<file path="src/design/rslr_pkg.sv">
// Types and constants shared by the run-slice line rasterizer.
package rslr_pkg;

  localparam int COLOR_BITS = 8;

  localparam logic REQ_START = 1'b0;
  localparam logic REQ_TICK  = 1'b1;

  typedef enum logic [2:0] {
    MODE_IDLE = 3'd0,
    MODE_VERT = 3'd1,
    MODE_HORZ = 3'd2,
    MODE_DIAG = 3'd3,
    MODE_XMAJ = 3'd4,
    MODE_YMAJ = 3'd5
  } line_mode_t;

  typedef enum logic {
    ST_IDLE,
    ST_DIVIDE
  } state_t;

endpackage

</file>
<file path="src/design/rslr_if.sv">
// Request and pixel channel interfaces of the run-slice line rasterizer.
interface rslr_req_if #(
  parameter int COORD_BITS = 10
);
  logic                            valid;
  logic                            ready;
  logic                            req_type;
  logic [COORD_BITS-1:0]           start_x;
  logic [COORD_BITS-1:0]           start_y;
  logic [COORD_BITS-1:0]           end_x;
  logic [COORD_BITS-1:0]           end_y;
  logic [rslr_pkg::COLOR_BITS-1:0] red_in;
  logic [rslr_pkg::COLOR_BITS-1:0] green_in;
  logic [rslr_pkg::COLOR_BITS-1:0] blue_in;

  modport source (
    output valid, req_type, start_x, start_y, end_x, end_y, red_in, green_in, blue_in,
    input  ready
  );
  modport sink (
    input  valid, req_type, start_x, start_y, end_x, end_y, red_in, green_in, blue_in,
    output ready
  );
endinterface

interface rslr_pix_if #(
  parameter int COORD_BITS = 10
);
  logic                            valid;
  logic                            ready;
  logic                            pixel_valid;
  logic [COORD_BITS-1:0]           pixel_x;
  logic [COORD_BITS-1:0]           pixel_y;
  logic [rslr_pkg::COLOR_BITS-1:0] red_out;
  logic [rslr_pkg::COLOR_BITS-1:0] green_out;
  logic [rslr_pkg::COLOR_BITS-1:0] blue_out;
  logic                            last_pixel;

  modport source (
    output valid, pixel_valid, pixel_x, pixel_y, red_out, green_out, blue_out, last_pixel,
    input  ready
  );
  modport sink (
    input  valid, pixel_valid, pixel_x, pixel_y, red_out, green_out, blue_out, last_pixel,
    output ready
  );
endinterface

</file>
<file path="src/design/rslr_divider.sv">
// Bit-serial restoring divider that yields one quotient bit per cycle.
module rslr_divider #(
  parameter int WIDTH = 10
) (
  input  logic             clk,
  input  logic             rst,
  input  logic             start,
  input  logic [WIDTH-1:0] dividend,
  input  logic [WIDTH-1:0] divisor,
  output logic             done,
  output logic [WIDTH-1:0] quotient,
  output logic [WIDTH-1:0] remainder
);

  localparam int CntW = $clog2(WIDTH + 1);

  logic [WIDTH-1:0] rem;
  logic [WIDTH-1:0] quo;
  logic [WIDTH-1:0] dvs;
  logic [CntW-1:0]  cnt;
  logic             busy;
  logic [WIDTH:0]   shifted;
  logic [WIDTH:0]   diff;
  logic             fits;

  assign shifted = {rem, quo[WIDTH-1]};
  assign fits    = shifted >= {1'b0, dvs};
  assign diff    = shifted - {1'b0, dvs};

  always_ff @(posedge clk) begin
    if (rst) begin
      busy <= 1'b0;
      done <= 1'b0;
    end else begin
      done <= 1'b0;
      if (start) begin
        busy <= 1'b1;
      end else if (busy && cnt == CntW'(1)) begin
        busy <= 1'b0;
        done <= 1'b1;
      end
    end
  end

  always_ff @(posedge clk) begin
    if (start) begin
      rem <= '0;
      quo <= dividend;
      dvs <= divisor;
      cnt <= CntW'(WIDTH);
    end else if (busy) begin
      rem <= fits ? diff[WIDTH-1:0] : shifted[WIDTH-1:0];
      quo <= {quo[WIDTH-2:0], fits};
      cnt <= cnt - CntW'(1);
    end
  end

  assign quotient  = quo;
  assign remainder = rem;

endmodule

</file>
<file path="src/design/run_slice_line_rasterizer.sv">
// A tick transfer places its pixel in the output register in the cycle after acceptance.
// Ticks and starts of straight lines are taken one per cycle while the output is free.
// A start of a run-slice line drops ready until the bit-serial divider is done, which
// forms the whole run length and its remainder.
// Synchronous active-high rst leaves the line idle and the output register empty.
module run_slice_line_rasterizer #(
  parameter int COORD_BITS = 10
) (
  input logic        clk,
  input logic        rst,
  rslr_req_if.sink   req,
  rslr_pix_if.source pix
);

  localparam int N    = COORD_BITS;
  localparam int RunW = COORD_BITS + 1;
  localparam int ErrW = COORD_BITS + 2;
  localparam int CB   = rslr_pkg::COLOR_BITS;

  rslr_pkg::state_t     state;
  rslr_pkg::state_t     state_next;
  rslr_pkg::line_mode_t line_mode;
  rslr_pkg::line_mode_t start_mode;

  logic [N-1:0]           pos_x;
  logic [N-1:0]           pos_y;
  logic signed [ErrW-1:0] error_term;
  logic [RunW-1:0]        adjust_up;
  logic [RunW-1:0]        adjust_down;
  logic [N-1:0]           base_run;
  logic [RunW-1:0]        run_remaining;
  logic [N-1:0]           runs_remaining;
  logic [N-1:0]           final_run;
  logic                   x_step_negative;
  logic                   line_active;
  logic [CB-1:0]          color_r;
  logic [CB-1:0]          color_g;
  logic [CB-1:0]          color_b;
  logic [N-1:0]           minor_reg;

  logic          out_valid;
  logic          o_pixel_valid;
  logic [N-1:0]  o_x;
  logic [N-1:0]  o_y;
  logic [CB-1:0] o_r;
  logic [CB-1:0] o_g;
  logic [CB-1:0] o_b;
  logic          o_last;

  logic in_ready;
  logic accept;
  logic start_fire;
  logic tick_fire;
  logic div_start;
  logic div_done;
  logic [N-1:0] div_quo;
  logic [N-1:0] div_rem;

  logic         swap;
  logic [N-1:0] x0, y0, x1, y1;
  logic         neg;
  logic [N-1:0] dx, dy, major, minor;
  logic         x_major;
  logic [RunW-1:0] straight_run;

  logic [N-1:0]    first;
  logic [N-1:0]    first_adj;
  logic [ErrW-1:0] setup_err;

  logic            runs_mode;
  logic            tick_last;
  logic [RunW-1:0] rr_dec;
  logic [N-1:0]    px_step;
  logic [N-1:0]    py_step;
  logic signed [ErrW-1:0] err_add;
  logic signed [ErrW-1:0] err_sub;
  logic            err_pos;

  // Endpoint ordering and line classification for a start request.
  always_comb begin
    swap    = req.start_y > req.end_y;
    x0      = swap ? req.end_x   : req.start_x;
    y0      = swap ? req.end_y   : req.start_y;
    x1      = swap ? req.start_x : req.end_x;
    y1      = swap ? req.start_y : req.end_y;
    neg     = x1 < x0;
    dx      = neg ? x0 - x1 : x1 - x0;
    dy      = y1 - y0;
    x_major = dx > dy;
    major   = x_major ? dx : dy;
    minor   = x_major ? dy : dx;
    if (dx == '0) begin
      start_mode = rslr_pkg::MODE_VERT;
    end else if (dy == '0) begin
      start_mode = rslr_pkg::MODE_HORZ;
    end else if (dx == dy) begin
      start_mode = rslr_pkg::MODE_DIAG;
    end else if (x_major) begin
      start_mode = rslr_pkg::MODE_XMAJ;
    end else begin
      start_mode = rslr_pkg::MODE_YMAJ;
    end
    straight_run = (start_mode == rslr_pkg::MODE_VERT) ? RunW'(dy) + RunW'(1)
                                                       : RunW'(dx) + RunW'(1);
  end

  // Run parameters formed from the quotient and remainder.
  always_comb begin
    first     = {1'b0, div_quo[N-1:1]} + N'(1);
    first_adj = (div_rem == '0 && !div_quo[0]) ? first - N'(1) : first;
    setup_err = {2'b00, div_rem} - {1'b0, minor_reg, 1'b0}
              + (div_quo[0] ? {2'b00, minor_reg} : ErrW'(0));
  end

  // Stepping terms for a tick.
  always_comb begin
    runs_mode = line_mode == rslr_pkg::MODE_XMAJ || line_mode == rslr_pkg::MODE_YMAJ;
    if (runs_mode) begin
      tick_last = run_remaining <= RunW'(1) && runs_remaining == '0 && final_run == '0;
    end else begin
      tick_last = run_remaining <= RunW'(1);
    end
    rr_dec  = (run_remaining != '0) ? run_remaining - RunW'(1) : run_remaining;
    px_step = x_step_negative ? pos_x - N'(1) : pos_x + N'(1);
    py_step = pos_y + N'(1);
    err_add = error_term + $signed({1'b0, adjust_up});
    err_sub = err_add - $signed({1'b0, adjust_down});
    err_pos = !err_add[ErrW-1] && (err_add != '0);
  end

  always_comb begin
    in_ready   = (state == rslr_pkg::ST_IDLE) && (!out_valid || pix.ready);
    accept     = req.valid && in_ready;
    start_fire = accept && (req.req_type == rslr_pkg::REQ_START);
    tick_fire  = accept && (req.req_type == rslr_pkg::REQ_TICK);
    div_start  = start_fire && (start_mode == rslr_pkg::MODE_XMAJ ||
                                start_mode == rslr_pkg::MODE_YMAJ);
    state_next = state;
    case (state)
      rslr_pkg::ST_IDLE: begin
        if (div_start) begin
          state_next = rslr_pkg::ST_DIVIDE;
        end
      end
      rslr_pkg::ST_DIVIDE: begin
        if (div_done) begin
          state_next = rslr_pkg::ST_IDLE;
        end
      end
      default: begin
        state_next = rslr_pkg::ST_IDLE;
      end
    endcase
  end

  always_ff @(posedge clk) begin
    if (rst) begin
      state <= rslr_pkg::ST_IDLE;
    end else begin
      state <= state_next;
    end
  end

  rslr_divider #(
    .WIDTH(N)
  ) u_rslr_divider (
    .clk      (clk),
    .rst      (rst),
    .start    (div_start),
    .dividend (major),
    .divisor  (minor),
    .done     (div_done),
    .quotient (div_quo),
    .remainder(div_rem)
  );

  // Line state.
  always_ff @(posedge clk) begin
    if (rst) begin
      line_active <= 1'b0;
      line_mode   <= rslr_pkg::MODE_IDLE;
    end else if (start_fire) begin
      line_active     <= 1'b1;
      line_mode       <= start_mode;
      x_step_negative <= neg;
      pos_x           <= x0;
      pos_y           <= y0;
      color_r         <= req.red_in;
      color_g         <= req.green_in;
      color_b         <= req.blue_in;
      minor_reg       <= minor;
      error_term      <= '0;
      adjust_up       <= '0;
      adjust_down     <= '0;
      base_run        <= '0;
      runs_remaining  <= '0;
      final_run       <= '0;
      run_remaining   <= straight_run;
    end else if (div_done) begin
      base_run       <= div_quo;
      adjust_up      <= {div_rem, 1'b0};
      adjust_down    <= {minor_reg, 1'b0};
      error_term     <= setup_err;
      final_run      <= first;
      run_remaining  <= RunW'(first_adj);
      runs_remaining <= minor_reg - N'(1);
    end else if (tick_fire && line_active) begin
      if (!runs_mode) begin
        run_remaining <= rr_dec;
        if (line_mode == rslr_pkg::MODE_HORZ || line_mode == rslr_pkg::MODE_DIAG) begin
          pos_x <= px_step;
        end
        if (line_mode == rslr_pkg::MODE_VERT || line_mode == rslr_pkg::MODE_DIAG) begin
          pos_y <= py_step;
        end
        if (rr_dec == '0) begin
          line_active <= 1'b0;
        end
      end else begin
        if (line_mode == rslr_pkg::MODE_XMAJ) begin
          pos_x <= px_step;
        end else begin
          pos_y <= py_step;
        end
        if (rr_dec != '0) begin
          run_remaining <= rr_dec;
        end else begin
          if (line_mode == rslr_pkg::MODE_XMAJ) begin
            pos_y <= py_step;
          end else begin
            pos_x <= px_step;
          end
          if (runs_remaining != '0) begin
            runs_remaining <= runs_remaining - N'(1);
            if (err_pos) begin
              run_remaining <= RunW'(base_run) + RunW'(1);
              error_term    <= err_sub;
            end else begin
              run_remaining <= RunW'(base_run);
              error_term    <= err_add;
            end
          end else if (final_run != '0) begin
            run_remaining <= RunW'(final_run);
            final_run     <= '0;
          end else begin
            run_remaining <= rr_dec;
            line_active   <= 1'b0;
          end
        end
      end
    end
  end

  // Output register; it is freed when its transfer completes.
  always_ff @(posedge clk) begin
    if (rst) begin
      out_valid <= 1'b0;
    end else if (tick_fire) begin
      out_valid <= 1'b1;
    end else if (pix.ready) begin
      out_valid <= 1'b0;
    end
  end

  always_ff @(posedge clk) begin
    if (tick_fire) begin
      if (line_active) begin
        o_pixel_valid <= 1'b1;
        o_x           <= pos_x;
        o_y           <= pos_y;
        o_r           <= color_r;
        o_g           <= color_g;
        o_b           <= color_b;
        o_last        <= tick_last;
      end else begin
        o_pixel_valid <= 1'b0;
        o_x           <= '0;
        o_y           <= '0;
        o_r           <= '0;
        o_g           <= '0;
        o_b           <= '0;
        o_last        <= 1'b0;
      end
    end
  end

  assign req.ready       = in_ready;
  assign pix.valid       = out_valid;
  assign pix.pixel_valid = o_pixel_valid;
  assign pix.pixel_x     = o_x;
  assign pix.pixel_y     = o_y;
  assign pix.red_out     = o_r;
  assign pix.green_out   = o_g;
  assign pix.blue_out    = o_b;
  assign pix.last_pixel  = o_last;

endmodule

</file>
<file path="src/flat_wrapper.sv">
// flat-port wrapper written by rule: the top's interface ports become plain ports
module run_slice_line_rasterizer_flat 
#(
  parameter int COORD_BITS = 10
)
  (clk, rst, req_valid, req_req_type, req_start_x, req_start_y, req_end_x, req_end_y, req_red_in, req_green_in, req_blue_in, req_ready, pix_valid, pix_pixel_valid, pix_pixel_x, pix_pixel_y, pix_red_out, pix_green_out, pix_blue_out, pix_last_pixel, pix_ready);
  rslr_req_if #(.COORD_BITS(COORD_BITS)) req_i ();
  rslr_pix_if #(.COORD_BITS(COORD_BITS)) pix_i ();
  input logic clk;
  input logic rst;
  input wire logic [$bits(req_i.valid)-1:0] req_valid;
  input wire logic [$bits(req_i.req_type)-1:0] req_req_type;
  input wire logic [$bits(req_i.start_x)-1:0] req_start_x;
  input wire logic [$bits(req_i.start_y)-1:0] req_start_y;
  input wire logic [$bits(req_i.end_x)-1:0] req_end_x;
  input wire logic [$bits(req_i.end_y)-1:0] req_end_y;
  input wire logic [$bits(req_i.red_in)-1:0] req_red_in;
  input wire logic [$bits(req_i.green_in)-1:0] req_green_in;
  input wire logic [$bits(req_i.blue_in)-1:0] req_blue_in;
  output wire logic [$bits(req_i.ready)-1:0] req_ready;
  output wire logic [$bits(pix_i.valid)-1:0] pix_valid;
  output wire logic [$bits(pix_i.pixel_valid)-1:0] pix_pixel_valid;
  output wire logic [$bits(pix_i.pixel_x)-1:0] pix_pixel_x;
  output wire logic [$bits(pix_i.pixel_y)-1:0] pix_pixel_y;
  output wire logic [$bits(pix_i.red_out)-1:0] pix_red_out;
  output wire logic [$bits(pix_i.green_out)-1:0] pix_green_out;
  output wire logic [$bits(pix_i.blue_out)-1:0] pix_blue_out;
  output wire logic [$bits(pix_i.last_pixel)-1:0] pix_last_pixel;
  input wire logic [$bits(pix_i.ready)-1:0] pix_ready;
  assign req_i.valid = req_valid;
  assign req_i.req_type = req_req_type;
  assign req_i.start_x = req_start_x;
  assign req_i.start_y = req_start_y;
  assign req_i.end_x = req_end_x;
  assign req_i.end_y = req_end_y;
  assign req_i.red_in = req_red_in;
  assign req_i.green_in = req_green_in;
  assign req_i.blue_in = req_blue_in;
  assign req_ready = req_i.ready;
  assign pix_valid = pix_i.valid;
  assign pix_pixel_valid = pix_i.pixel_valid;
  assign pix_pixel_x = pix_i.pixel_x;
  assign pix_pixel_y = pix_i.pixel_y;
  assign pix_red_out = pix_i.red_out;
  assign pix_green_out = pix_i.green_out;
  assign pix_blue_out = pix_i.blue_out;
  assign pix_last_pixel = pix_i.last_pixel;
  assign pix_i.ready = pix_ready;
  run_slice_line_rasterizer #(.COORD_BITS(COORD_BITS)) u_core (.clk(clk), .rst(rst), .req(req_i), .pix(pix_i));
endmodule
</file>
<file path="config.mk">
export PLATFORM = sky130hd
export DESIGN_NAME = run_slice_line_rasterizer_flat
export DESIGN_NICKNAME = d
export VERILOG_FILES = /design/src/design/rslr_pkg.sv /design/src/design/rslr_if.sv /design/src/design/rslr_divider.sv /design/src/design/run_slice_line_rasterizer.sv /design/src/flat_wrapper.sv
export SDC_FILE = /design/constraint.sdc
export NUM_CORES = 1
export LEC_CHECK = 0
export ABC_AREA = 1
export BUFFER_PORTS_ARGS = -buffer_cell sky130_fd_sc_hd__buf_2
export CORE_MARGIN = 3
export CORE_UTILIZATION = 51
export DETAILED_ROUTE_END_ITERATION = 8
export PLACE_DENSITY = 0.72
export SLEW_MARGIN = 25
export SYNTH_ARGS = -nofsm -noshare
export SYNTH_HDL_FRONTEND = slang
export SYNTH_SLANG_ARGS = --single-unit
</file>
<file path="constraint.sdc">
create_clock -name clk -period 4.28 [get_ports clk]
set_input_delay 0.428 -clock clk [delete_from_list [all_inputs] [get_ports clk]]
set_output_delay 0.428 -clock clk [all_outputs]
set_load 0.01 [all_outputs]
</file>
==> results.ini <==
[timing]
fin_crit_ns=3.90
period_share_pct=91.1
drv_slew=0
fin_skew_ns=0.0172
rsz0062_at_grt=false
setup_viol=0
worstMarginPinSlew_ns=0.964
finalSetupTns_ns=0
fmax_ghz=0.257
relSlewSlack_pct=35.5
hold_viol=0
worst_hold_slack_ns=0.0777

[finish]
largest_register=u_core.error_term
largest_registers=u_core.error_term (12), u_core.run_remaining (11)
final-seq-area_sq_um=6270
syn_to_final_growth_pct=18.8
final_layout_size_suffix_gt1_share_pct=17.5
fillers=2696
num-nets-final=2437
finish.utilization_pct=62.0
fin_cells=2679
largest_register_ffs=12
multiInputGateArea_sq_um=7800
diodes=0

[clocking]
clock_path_buffers=3
cts_root_buffer=clkbuf_16
cts_sinks=216
numCtsBuffers=25
ctsHtreeMaxLevel=1
cts_tree=done
clock_latency_ns=0.53
ctsHoldBuffers=0
path_clk_slew_ns=0.06

[grt]
overflow=0
grt_pass1_wl_mm=71.1
grt_usage_pct=26.3
antenna_found_initial=0
grt_max_degree=48
grt_pass1_vias=14200

[setup_path]
cp_slowest_cell=ha_1
crit_path_max_incr_delay_ns=0.32
critPathRequiredTime_ns=4.52
startpoint_type=primary input
critPathArrivalTime_ns=4.14
path_max_fanout=7
worstReg2RegEnd=u_core.pos_y[5]
criticalPathCategory=in -> reg
rrSetupSlack_ns=0.43
reg2reg_depth=22
crit_path_end_kind=flop
r2r_start=u_core.run_remaining[0]

[floorplan]
num_io_pins=117
initial_core_util_pct=52.2
die_w_um=181
die_h_um=181
coreArea_sq_um=30000
row_count=63
die-area_sq_um=32800

[synthesis]
netlist_area_sq_um=15600
synth-edff-count=194
synth_flop_cell=edfxtp_1
ys_seq_area_share_pct=40.1
synth_warnings=0
synth_fp_nets=2186
ys_seq_elements=216
synth_cell_types=57
syn_inst=2019
syn_avg_cell_area_sq_um=7.74
synthArstFlopShare_pct=0

[run]
drv_cap=0

[pwr]
p_sw_share_pct=34.9
vdd_drop_max_v=0.000284
internal_power_w=0.00495
comb_power_share_pct=36.2
powerDensity_nw_per_um2=409
leakagePower_nw=9.13
pwr-share-clk_pct=28.9
power_w=0.00761
p_sw_w=0.00265
power_frac_seq_pct=34.9

[hold_path]
min_path_type=in -> reg
hold_start=req_red_in[7]
holdPathEnd=u_core.color_r[7]
holdPathStages=1

[placement]
dpl.cell_count=2633
port_buffers=116
hpwl_mm=34.2
gp_congestion=0.964

[outcome]
outcome=finished clean

[routing]
routed_wl_mm=44.0
wl_per_cell_um=16.4
via_per_inst=5.40
dr.first_iter.drc_count=1157
first_pass_iters=6
ant_nets=0
drc_errors=0
routed-via-count=14500

## power by group through the flow
stage          clock network, W  registers (W)  logic [W]
6_report                0.00220        0.00266    0.00275
5_1_grt                 0.00232        0.00267    0.00308
4_1_cts                 0.00221        0.00265    0.00270
3_5_place_dp                  0        0.00269    0.00268
3_3_place_gp                  0        0.00269    0.00262
2_1_floorplan                 0        0.00265    0.00172
## final cells by class
type,count,share of cell area [%]
repair buffers,271,9.51
clock inverters,12,0.902
inverters,378,7.67
well taps,390,2.63
multi-input cells,1378,42.0
clock buffers,34,3.60
flip-flops and latches,216,33.7
## critical path, delay by kind of cell
kind            cells  cell delay, ns
buf+inv             9            0.89
simple gates       16            1.45
compound gates      3            0.57
fa+ha+maj           3            0.77
## cell usage after synthesis, drive strengths merged (5+ instances only)
master / count / area, sq um
nand2: 509 / 2010
inv: 376 / 1410
edfxtp: 194 / 5830
nor2: 154 / 626
o21ai: 154 / 778
nand3: 109 / 613
a21oi: 103 / 519
ha: 85 / 1060
xor2: 59 / 524
nor3: 38 / 201
clkbuf: 35 / 131
nand4: 26 / 163
dfxtp: 22 / 440
xnor2: 20 / 175
o211ai: 16 / 125
fa: 13 / 260
buf: 12 / 91.3
nor4: 12 / 75.1
o22ai: 9 / 56.3
or2: 9 / 56.3
a31oi: 8 / 50.1
o21bai: 8 / 60.1
o31ai: 7 / 52.6
a211oi: 6 / 45.0
a22oi: 6 / 45.0
mux2i: 6 / 60.1
nand3b: 5 / 37.5
## repair_timing
| item | 4_1_cts | 5_1_grt |
|---|---|---|
| setup endpoints to repair | 0 | 72 |
| setup buffers | 0 | 0 |
| resized for setup | 0 | 25 |
| hold endpoints to repair | 0 | 0 |
## layer usage
metal | vias up | wire (um) | global-route usage, %
met1 | 6801 | 18800 | 34.7
li1 | 7116 | - | -
met2 | 483 | 21400 | 46.6
met5 | - | 0 | 0
met4 | 0 | 919 | 5.85
met3 | 75 | 2820 | 2.94
## stage by stage
stage	cell area (sq um)	setup WS (ns)
6_report	18600	0.383
5_1_grt	18600	0.0116
4_1_cts	18500	0.212
3_5_place_dp	17700	-0.247
3_3_place_gp	17700	-0.153
2_1_floorplan	15600	0.00445
## cells by family (layout without fill, tap and decap cells)
kind of cell / after synthesis / count (layout) / synth area share [%]
compound gates: 329 / 329 / 11.8
xor+xnor: 79 / 79 / 4.47
fa+ha+maj: 98 / 98 / 8.47
buf+inv: 425 / 695 / 10.5
flops: 216 / 216 / 40.1
mux: 6 / 6 / 0.384
simple gates: 866 / 866 / 24.3
## worst max path at each step
stage / startpoint / cells after the start / end / slack (ns)
floorplan: req_end_y[5] / 32 / u_core.u_rslr_divider.quotient[6] / 0.004
global placement: req_end_y[5] / 27 / u_core.u_rslr_divider.quotient[0] / -0.15
detailed placement: req_end_y[5] / 27 / u_core.u_rslr_divider.quotient[8] / -0.25
CTS: u_core.adjust_up[1] / 21 / u_core.run_remaining[6] / 0.21
global route: req_end_y[9] / 31 / u_core.minor_reg[6] / 0.01
finish: req_end_y[9] / 31 / u_core.run_remaining[1] / 0.38
## cells in the final DEF (no fill, tap or decap), types with 5 or more instances in the layout
master and count:
xnor2_1 20, a211oi_1 5, a31oi_1 8, o22ai_1 9
fa_1 13, o21bai_1 8, nor2_4 7, nand2_2 28
nor2_1 138, nand3_1 100, nor3_1 37, xor2_1 58
o21ai_0 114, o21ai_1 38, dfxtp_1 21, clkbuf_16 25
inv_2 12, buf_4 151, nand4_1 26, nor4_1 12
ha_1 85, a22oi_1 6, nand3b_1 5, edfxtp_1 194
a21oi_1 97, o31ai_1 7, inv_1 362, buf_2 116
clkbuf_1 8, a21oi_2 6, nand2_4 5, o211ai_1 15
nor2_2 9, nand2_1 476, mux2i_1 6, or2_2 8
nand3_2 6
Note: power is estimated with default switching activity, not from simulation.
